[config.mk]
export PLATFORM = sky130hd
export DESIGN_NAME = olrb_front
export DESIGN_NICKNAME = d
export VERILOG_FILES = /design/src/rtl/olrb_pkg.sv /design/src/rtl/olrb_front.sv
export SDC_FILE = /design/constraint.sdc
export NUM_CORES = 1
export LEC_CHECK = 0
export BUFFER_PORTS_ARGS = -buffer_cell sky130_fd_sc_hd__buf_4
export CORE_MARGIN = 4
export CORE_UTILIZATION = 30
export CTS_CLUSTER_SIZE = 24
export DETAILED_ROUTE_END_ITERATION = 6
export GPL_TIMING_DRIVEN = 0
export PLACE_DENSITY = 0.55
export SETUP_SLACK_MARGIN = 0.1
export SLEW_MARGIN = 0
export SYNTH_ARGS = -nofsm -noshare
export SYNTH_HDL_FRONTEND = slang
export SYNTH_SLANG_ARGS = --single-unit
[constraint.sdc]
create_clock -name clk -period 2.7 [get_ports clk]
set_input_delay 0.81 -clock clk [delete_from_list [all_inputs] [get_ports clk]]
set_output_delay 0.81 -clock clk [all_outputs]
set_load 0.02 [all_outputs]
[src/rtl/olrb_pkg.sv]
`timescale 1ns / 1ps
`default_nettype none
// ----------------------------------------------------------------------------
// olrb_pkg
// Shared types and constants of the overwrite log ring buffer.
// ----------------------------------------------------------------------------
package olrb_pkg;

  localparam int DEPTH    = 4096;
  localparam int MAX_READ = 64;
  localparam int QDEPTH   = 4;

  localparam int PTR_W   = $clog2(DEPTH);
  localparam int CNT_W   = $clog2(DEPTH + 1);
  localparam int LIM_W   = $clog2(MAX_READ + 1);
  localparam int QIDX_W  = $clog2(QDEPTH);
  localparam int QCNT_W  = $clog2(QDEPTH + 1);
  localparam int BYTE_W  = 8;
  localparam int OP_W    = 2;
  localparam int INLIM_W = 7;

  typedef enum logic [OP_W-1:0] {
    OP_WRITE = 2'd0,
    OP_READ  = 2'd1,
    OP_CLEAR = 2'd2,
    OP_QUERY = 2'd3
  } op_t;

  typedef enum logic [1:0] {
    K_STORE,
    K_READ,
    K_CLEAR,
    K_REPORT
  } kind_t;

  typedef struct packed {
    kind_t             kind;
    logic [BYTE_W-1:0] data;
    logic [LIM_W-1:0]  limit;
  } cmd_t;

  typedef enum logic {
    ST_TAKE,
    ST_DRAIN
  } state_t;

endpackage
`default_nettype wire

[src/rtl/olrb_front.sv]
`timescale 1ns / 1ps
`default_nettype none
// ----------------------------------------------------------------------------
// olrb_front
// Holds the enable register, classifies incoming commands and queues them.
// ----------------------------------------------------------------------------
module olrb_front (
  input  wire                          clk,
  input  wire                          rst_n,
  input  wire                          start,
  output logic                         busy,
  input  wire  [olrb_pkg::OP_W-1:0]    in_operation,
  input  wire  [olrb_pkg::BYTE_W-1:0]  in_data_byte,
  input  wire  [olrb_pkg::INLIM_W-1:0] in_read_limit,
  input  wire                          cfg_we,
  input  wire                          cfg_wdata,
  output logic                         cmd_valid,
  output olrb_pkg::cmd_t               cmd,
  input  wire                          cmd_pop
);

  logic                         enable_r;
  olrb_pkg::cmd_t               q_r [olrb_pkg::QDEPTH];
  logic [olrb_pkg::QIDX_W-1:0]  wr_idx_r, wr_idx_nxt;
  logic [olrb_pkg::QIDX_W-1:0]  rd_idx_r, rd_idx_nxt;
  logic [olrb_pkg::QCNT_W-1:0]  cnt_r, cnt_nxt;
  logic                         push;
  olrb_pkg::cmd_t               new_cmd;

  assign busy      = (cnt_r == olrb_pkg::QCNT_W'(olrb_pkg::QDEPTH));
  assign cmd_valid = (cnt_r != '0);
  assign cmd       = q_r[rd_idx_r];
  assign push      = start && !busy;

  always_comb begin
    new_cmd.data = in_data_byte;
    if (in_read_limit > olrb_pkg::INLIM_W'(olrb_pkg::MAX_READ)) begin
      new_cmd.limit = olrb_pkg::LIM_W'(olrb_pkg::MAX_READ);
    end else begin
      new_cmd.limit = olrb_pkg::LIM_W'(in_read_limit);
    end
    case (olrb_pkg::op_t'(in_operation))
      olrb_pkg::OP_WRITE: begin
        new_cmd.kind = enable_r ? olrb_pkg::K_STORE : olrb_pkg::K_REPORT;
      end
      olrb_pkg::OP_READ:  new_cmd.kind = olrb_pkg::K_READ;
      olrb_pkg::OP_CLEAR: new_cmd.kind = olrb_pkg::K_CLEAR;
      default:            new_cmd.kind = olrb_pkg::K_REPORT;
    endcase
  end

  always_comb begin
    wr_idx_nxt = push    ? wr_idx_r + olrb_pkg::QIDX_W'(1) : wr_idx_r;
    rd_idx_nxt = cmd_pop ? rd_idx_r + olrb_pkg::QIDX_W'(1) : rd_idx_r;
    cnt_nxt    = cnt_r;
    if (push && !cmd_pop) begin
      cnt_nxt = cnt_r + olrb_pkg::QCNT_W'(1);
    end else if (!push && cmd_pop) begin
      cnt_nxt = cnt_r - olrb_pkg::QCNT_W'(1);
    end
  end

  always_ff @(posedge clk) begin
    if (!rst_n) begin
      enable_r <= 1'b1;
      wr_idx_r <= '0;
      rd_idx_r <= '0;
      cnt_r    <= '0;
    end else begin
      if (cfg_we) begin
        enable_r <= cfg_wdata;
      end
      wr_idx_r <= wr_idx_nxt;
      rd_idx_r <= rd_idx_nxt;
      cnt_r    <= cnt_nxt;
    end
  end

  always_ff @(posedge clk) begin
    if (push) begin
      q_r[wr_idx_r] <= new_cmd;
    end
  end

endmodule
`default_nettype wire

* Word level (Yosys, flattened, before mapping)
Memories as Yosys holds them, arrays and structs flattened. A register that Yosys moved wholly into a read port is not among the register bits.
Index checks and enable logic that the tools add are counted.
** Operators by class
- Divide/modulo/power cells :: 0
- Multiply operators :: 0
- Eq/ne operators :: 3
- Mux-type cells :: 9
- Reduce and logical (&&, ||, !) cells :: 9
- Bitwise gates (word level) :: 0
- Order comparisons :: 1
- Add/sub/neg operators :: 4
- Shift-type cells :: 0
** Operators with widths (count)
- greater-than comparator 7 bit, second input constant :: 1
- two-way mux 7 bit :: 1
- two-way mux 2 bit :: 3
- two-way mux 3 bit :: 2
- one-hot mux 2 bit (3 select lines) :: 1
- adder 2 x 1 -> 2 bit, second input constant :: 2
- adder 3 x 1 -> 3 bit, second input constant :: 1
- equality test 3 bit, second input constant :: 1
- logical AND 1 bit :: 3
- zero test 1 bit :: 3
- nonzero test 3 bit :: 1
- subtractor 3 x 1 -> 3 bit, second input constant :: 1
- equality test 2 x 1 -> 1 bit, second input constant :: 1
- equality test 2 bit, second input constant :: 1
- zero test 2 bit :: 1
- two-way mux 1 bit :: 2
- nonzero test 2 bit :: 1
** Word-level totals
- Output and inout bits :: 19
- RAM bits :: 68
- Latch bits :: 0
- Word-level logic and storage cells :: 31
- Bits in registers :: 8
- ROM bits :: 0
- Memories kept :: 1
** Memory list
- q_r :: words 4, bits a word 17, rd ports 1, clocked after Yosys merged registers in 1, wr ports 1, RTL line olrb_front.sv:23 : olrb_pkg::cmd_t q_r [olrb_pkg::QDEPTH];

* Logic depth before layout (Yosys ltp)
Gate-level depths: netlist of the first run.
- Depth after elaboration :: 7
- Gate-level depth with buffers :: 9

* Least setup slack after synthesis of the first run
Ideal clock, no wire load.
- Kind :: input -> register
- Start :: input port start
- End :: register cnt_r[2] in the netlist's numbering
- Cell stages on the path :: 8
- Buffers on the path :: 1
- Data arrival time :: 2.229 ns
- Library setup time :: 0.076 ns
- Path slack :: 0.395 ns
- Cell sequence :: nor2b_1 > buf_2 > ha_1 > inv_1 > fa_1 > xor2_1 > or3_1 > a21boi_0
** Between the ends
- Word-level cells in the longest chain between the ends :: 4
- Elaborated cells between the ends (all ways) :: 6
- Classes of those cells :: mux (1); reduce/logical (5)
** RTL lines
- from (decl) :: RTL line olrb_front.sv:10 : input wire start,
- logical AND 1 bit (*) :: RTL line olrb_front.sv:33 : assign push = start && !busy;
- named net push :: RTL line olrb_front.sv:27 : logic push;
- zero test 1 bit :: RTL line olrb_front.sv:58 : end else if (!push && cmd_pop) begin
- logical AND 1 bit :: RTL line olrb_front.sv:58
- nonzero test 2 bit (no line)
- to (signal assigned) :: RTL line olrb_front.sv:75 : cnt_r <= cnt_nxt;
- to (decl) :: RTL line olrb_front.sv:26 : logic [olrb_pkg::QCNT_W-1:0] cnt_r, cnt_nxt;
The timed path passes the listed nets; every way through them passes the cells marked *.
A chain may end at the register's enable or synchronous reset.

==> qor.txt, run 1 <==
Clk root buf: clkbuf_8
Clk slew on worst S/H paths: 0.08 ns
Layout cells sized above 1: 0.351
Depth of the worst register-to-register path: 9
Nets@finish: 230
Synth unique cells: 22
Post-route ant nets: 0
Hold_buf cts: 0
Cell Area, Synth: 3050 um^2
Crit Path Class: flip-flop to primary output
Syn Area/Cell: 20.5 um^2
Worst R2R End: cnt_r[2]
Hold path depth: 2
Tmin final: 2.50 ns
Total Power: 2.85 mW
Critical-path cell list: buf_6, buf_12, mux4_2, buf_4
Setup TNS: 0 ns
R2r setup slk: 0.59 ns
Number of I/O port buffers: 41
Seq cells post-synth: 78
Fmax: 400 MHz
Clk_skew: 0.00902 ns
Clock sinks: 78
Design area: 3720 um^2
Drt wl/cell: 14.9 um
Largest net degree at the start of global routing: 18
Post-CTS Setup Bufs: 0
Synth area leader: edfxtp_1
Worst-margin pin slew: 0.963 ns
Worst Hold End: wr_idx_r[1]
GR peak layer: met2
Status: completed
Layout Utilization: 0.377
Ports: 42
Crit path arrival time: 1.69 ns
CTS Buf Count: 9
Post-DP HPWL: 3.17 mm
Max-slew headroom: 0.358
Total wire length: 5.04 mm
CP Max Fanout: 10
Reg area: 2240 um^2
Post-Syn Instances: 149
Endpoints failing hold: 0
Register area share after synthesis: 0.734
Area of the multi-input gates: 742 um^2
Starting Density: 0.309
Worst min path class: flip-flop to flip-flop
Number of max-cap violations: 0
Grt met1 use: 0.108
Antenna cells: 0
Yosys Warn Count: 0
WHS: 0.502 ns
# DRC: 0
Fin. max-slew vios: 0
Core area: 9860 um^2
Syn Nets: 178
Critical path's largest stage delay: 0.52 ns
Fin crit share: 0.926
Cell area after placement: 3530 um^2
Leakage: 1.31 nW
Average vias per placed instance: 4.20
Worst Path Required: 1.89 ns
Worst-Skew Late Latency: 0.34 ns
DRT Pass-1 Iters: 4
RSZ-0062 raised after global routing: no
Via count: 1420
CP Capture Type: primary output
CTS tree: yes
Dominant cells by area after synthesis: edfxtp_1 (67%), mux4_2 (7.4%), dfxtp_1 (6.6%), mux4_1 (6.0%), ha_1 (2.0%)
Vias in the first global route: 1451
Final GP Congestion: 0.645
Critical path startpoint category: flip-flop
Congestion Overflow GR: 0
Antenna violations before repair: 0
Clock buffer depth: 2
Row count: 36
GRT met2 Usage: 0.148
Total die area: 11900 um^2
Area grow syn2layout: 21.8%
Post-synth top area share: 0.669
Power Density: 767 nW/um^2
Slowest cell on crit path: mux4_2
Clock H-tree levels: 3
GRT met3 Usage: 0.0343
Worst hold start: wr_idx_r[1]
Final setup violation count: 0
Global-route wire length before repair: 7.63 mm
Die Span X: 109 um
Die Y: 109 um
Total Routing Usage GR: 0.0909
Crit Reg-Reg Startpoint: cnt_r[0]
Filler cells: 915
Peak VDD IR: 0.199 mV
1st-iter DRT viols: 55
cell usage in the layout (no fill, tap or decap):
cell / Yosys / routed
dfxtp_1: 10 / 10
clkinv_4: 0 / 1
clkbuf_1: 2 / 2
o21bai_1: 2 / 2
fa_1: 1 / 1
nor2b_1: 8 / 8
clkinv_2: 0 / 2
bufinv_16: 0 / 1
ha_1: 5 / 5
a21boi_0: 1 / 1
nor3b_2: 1 / 1
clkbuf_8: 0 / 9
clkbuf_4: 0 / 1
buf_2: 3 / 2
nand2_1: 6 / 6
xnor2_1: 2 / 2
inv_1: 4 / 4
xor2_1: 2 / 2
or3_1: 2 / 2
mux4_1: 7 / 7
buf_12: 1 / 1
buf_4: 0 / 41
mux2i_1: 4 / 4
and2_1: 8 / 8
clkinvlp_4: 0 / 2
buf_6: 1 / 1
edfxtp_1: 68 / 68
mux4_2: 10 / 10
o21ai_0: 1 / 1
synthesized netlist by cell type, drive strengths merged:
master and instances:
edfxtp 68, xor2 2, and2 8, xnor2 2, o21ai 1, a21boi 1, nor3b 1, o21bai 2
ha 5, inv 4, nor2b 8, buf 5, nand2 6, mux2i 4, or3 2, mux4 17
fa 1, dfxtp 10, clkbuf 2
state kept, by name (all words and copies together) (netlist names), named ones only:
register	flops
cnt_r	3
wr_idx_r	2
enable_r	1
q_r	68
rd_idx_r	2
repair_timing:
action                     4_1_cts  5_1_grt
resized for setup                0        1
setup endpoints to repair        0       10
hold endpoints to repair         0        0
worst max path at each step:
stage / start / to
finish: flip-flop / cmd[2]
global placement: start / cnt_r[2]
global route: flip-flop / cmd[2]
CTS: flip-flop / cmd[2]
floorplan: start / cnt_r[2]
detailed placement: start / cnt_r[2]
routing by layer:
metal	wire [um]	up-vias
met5	0	-
met4	65	0
met3	246	6
met2	2600	27
met1	2120	698
li1	-	689
where the power goes:
| group | switching [mW] | internal [mW] | leakage (nW) |
|---|---|---|---|
| clock | 0.402 | 0.420 | 0.0911 |
| sequential | 0.0434 | 1.45 | 0.710 |
| combinational | 0.286 | 0.254 | 0.511 |
| total | 0.731 | 2.12 | 1.31 |
stage by stage:
stage	setup WS [ns]	std cells
5_1_grt	0.102	338
2_1_floorplan	0.395	149
6_report	0.199	338
4_1_cts	0.111	338
3_3_place_gp	0.215	323
3_5_place_dp	0.209	323
cell type report:
| type | instances | share of cell area |
|---|---|---|
| Timing Repair Buffer | 41 | 0.0828 |
| Buffer | 7 | 0.0151 |
| Clock buffer | 9 | 0.0333 |
| Inverter | 4 | 0.00404 |
| Sequential cell | 78 | 0.603 |
| Multi-Input combinational cell | 60 | 0.200 |
| Clock inverter | 6 | 0.0172 |
| Tap cell | 133 | 0.0448 |
cells by family after synthesis:
group | after synthesis | synth area share
AO/OA/AOI/OAI | 4 | 0.00901
XOR/XNOR | 4 | 0.0115
adder cells (fa/ha/maj) | 6 | 0.0270
buffers and inverters | 11 | 0.0225
flip-flops | 78 | 0.734
multiplexers | 21 | 0.147
AND/OR/NAND/NOR | 25 | 0.0484
critical path: cells and delay by family (launching register included):
family / cells / cell delay (ns)
DFF: 1 / 0.33
muxes: 1 / 0.52
buffers and inverters: 3 / 0.51
No activity file was read; power rests on OpenSTA's default activity.
==> run 2: changes to the inputs <==
--- a/config.mk
+++ b/config.mk
@@ -6,7 +6,6 @@
 export NUM_CORES = 1
 export LEC_CHECK = 0
 export BUFFER_PORTS_ARGS = -buffer_cell sky130_fd_sc_hd__buf_4
-export CORE_MARGIN = 4
 export CORE_UTILIZATION = 30
 export CTS_CLUSTER_SIZE = 24
 export DETAILED_ROUTE_END_ITERATION = 6
==> qor.txt, run 2 (synthesis results as in run 1) <==
Endpoints failing hold: 0
CP Max Fanout: 10
Biggest register: q_r
Nets@finish: 230
Post-route ant nets: 0
Tmin final: 2.49 ns
CTS Buf Count: 9
DRT Pass-1 Iters: 4
Vias in the first global route: 1449
Critical path startpoint category: flip-flop
Total Routing Usage GR: 0.106
Clock sinks: 78
Clk_skew: 0.00651 ns
Number of I/O port buffers: 41
Ports: 42
Crit Path Class: flip-flop to primary output
# DRC: 0
Clock buffer depth: 2
Starting Density: 0.311
Layout cells sized above 1: 0.341
Peak VDD IR: 0.421 mV
Largest regs: q_r (68), cnt_r (3)
Final GP Congestion: 0.614
Area grow syn2layout: 21.5%
Fin crit share: 0.922
Delay-heaviest family, CP: multiplexers
Drt wl/cell: 15.2 um
Buffers and inverters on the worst path: 3
Row count: 36
Fmax: 402 MHz
Setup TNS: 0 ns
Max-slew headroom: 0.357
Antenna violations before repair: 0
Final setup violation count: 0
Via count: 1458
Filler cells: 947
Slowest cell on crit path: mux4_2
Worst-margin pin slew: 0.965 ns
Most common cell after layout, fill and taps aside: edfxtp_1
Antenna cells: 0
Fin. max-slew vios: 0
Final std cells w/o fill: 338
Crit path arrival time: 1.68 ns
Leakage: 1.31 nW
Critical-path cell list: buf_6, buf_12, mux4_2, buf_4
Clk slew on worst S/H paths: 0.08 ns
Post-DP HPWL: 3.25 mm
Number of flip-flops under the largest register name: 68
Clk root buf: clkbuf_8
Global-route wire length before repair: 7.89 mm
Placed Instances: 323
1st-iter DRT viols: 46
RSZ-0062 raised after global routing: no
Total die area: 10600 um^2
Most frequent cells in the layout: edfxtp_1 (68), buf_4 (41), mux4_2 (10), dfxtp_1 (10), clkbuf_8 (9)
Critical path's largest stage delay: 0.52 ns
Worst min path class: flip-flop to flip-flop
CTS tree: yes
Status: completed
Die Span X: 103 um
Clock H-tree levels: 3
Die Y: 103 um
Worst-Skew Late Latency: 0.34 ns
Worst Path Required: 1.89 ns
Congestion Overflow GR: 0
Average vias per placed instance: 4.31
Largest net degree at the start of global routing: 18
Cell area after placement: 3530 um^2
Design area: 3710 um^2
Total wire length: 5.14 mm
Core area: 9820 um^2
Number of max-cap violations: 0
Power Density: 770 nW/um^2
CP Capture Type: primary output
## run 2: worst reg2reg max path: cells and delay by family (launching register included)
kind | cells | cell delay (ns)
xor+xnor | 1 | 0.16
compound gates | 1 | 0.17
buf+inv | 2 | 0.24
fa+ha+maj | 2 | 0.57
simple gates | 3 | 0.49
flops | 1 | 0.44
## run 2: final timing paths
path / start / endpoint / slack [ns] / cells past startpoint
setup / recovery: flip-flop / cmd[1] / 0.21 / 4
hold / removal: wr_idx_r[1] / wr_idx_r[1] / 0.50 / 2
setup reg to reg: cnt_r[0] / cnt_r[2] / 0.56 / 9
hold reg to reg: wr_idx_r[1] / wr_idx_r[1] / 0.50 / 2
## run 2: area by class of cell
type                    instances  area, um^2  area share
plain buffers                   7        56.3      0.0152
clock buffers                  10         128      0.0344
clock inverters                 5        51.3      0.0138
inverters                       4        15.0     0.00405
multi-input cells              60         742       0.200
flip-flops and latches         78        2240       0.605
well taps                     133         166      0.0449
repair buffers                 41         308      0.0830
## run 2: per-stage QoR
stage / hold slack (ns) / utilization / setup slack [ns] / total power, mW
after floorplan: 0.465 / - / 0.395 / 1.85
after global placement: 0.485 / 0.359 / 0.189 / 2.07
after detailed placement: 0.493 / 0.359 / 0.185 / 2.08
after CTS: 0.505 / 0.377 / 0.130 / 2.90
after global routing: 0.534 / 0.378 / 0.119 / 2.99
final: 0.501 / 0.378 / 0.210 / 2.85
## run 2: report_power, final
| group | internal, mW | total, mW | switching [mW] |
|---|---|---|---|
| Sequential | 1.45 | 1.49 | 0.0437 |
| Clock | 0.416 | 0.820 | 0.404 |
| Combinational | 0.253 | 0.544 | 0.291 |
| Total | 2.12 | 2.85 | 0.738 |
## run 2: what timing repair did
action,in CTS,in global routing
endpoints found under the hold margin,0,0
buffers inserted,0,0
setup endpoints to repair,0,10
hold buffers,0,0
resized for setup,0,1
## run 2: per-layer routing
metal / track usage / vias up / share of wire
li1: - / 685 / -
met1: 0.127 / 722 / 0.45
met2: 0.175 / 43 / 0.49
met3: 0.0380 / 8 / 0.051
met4: 0.0423 / 0 / 0.015
met5: 0 / - / 0
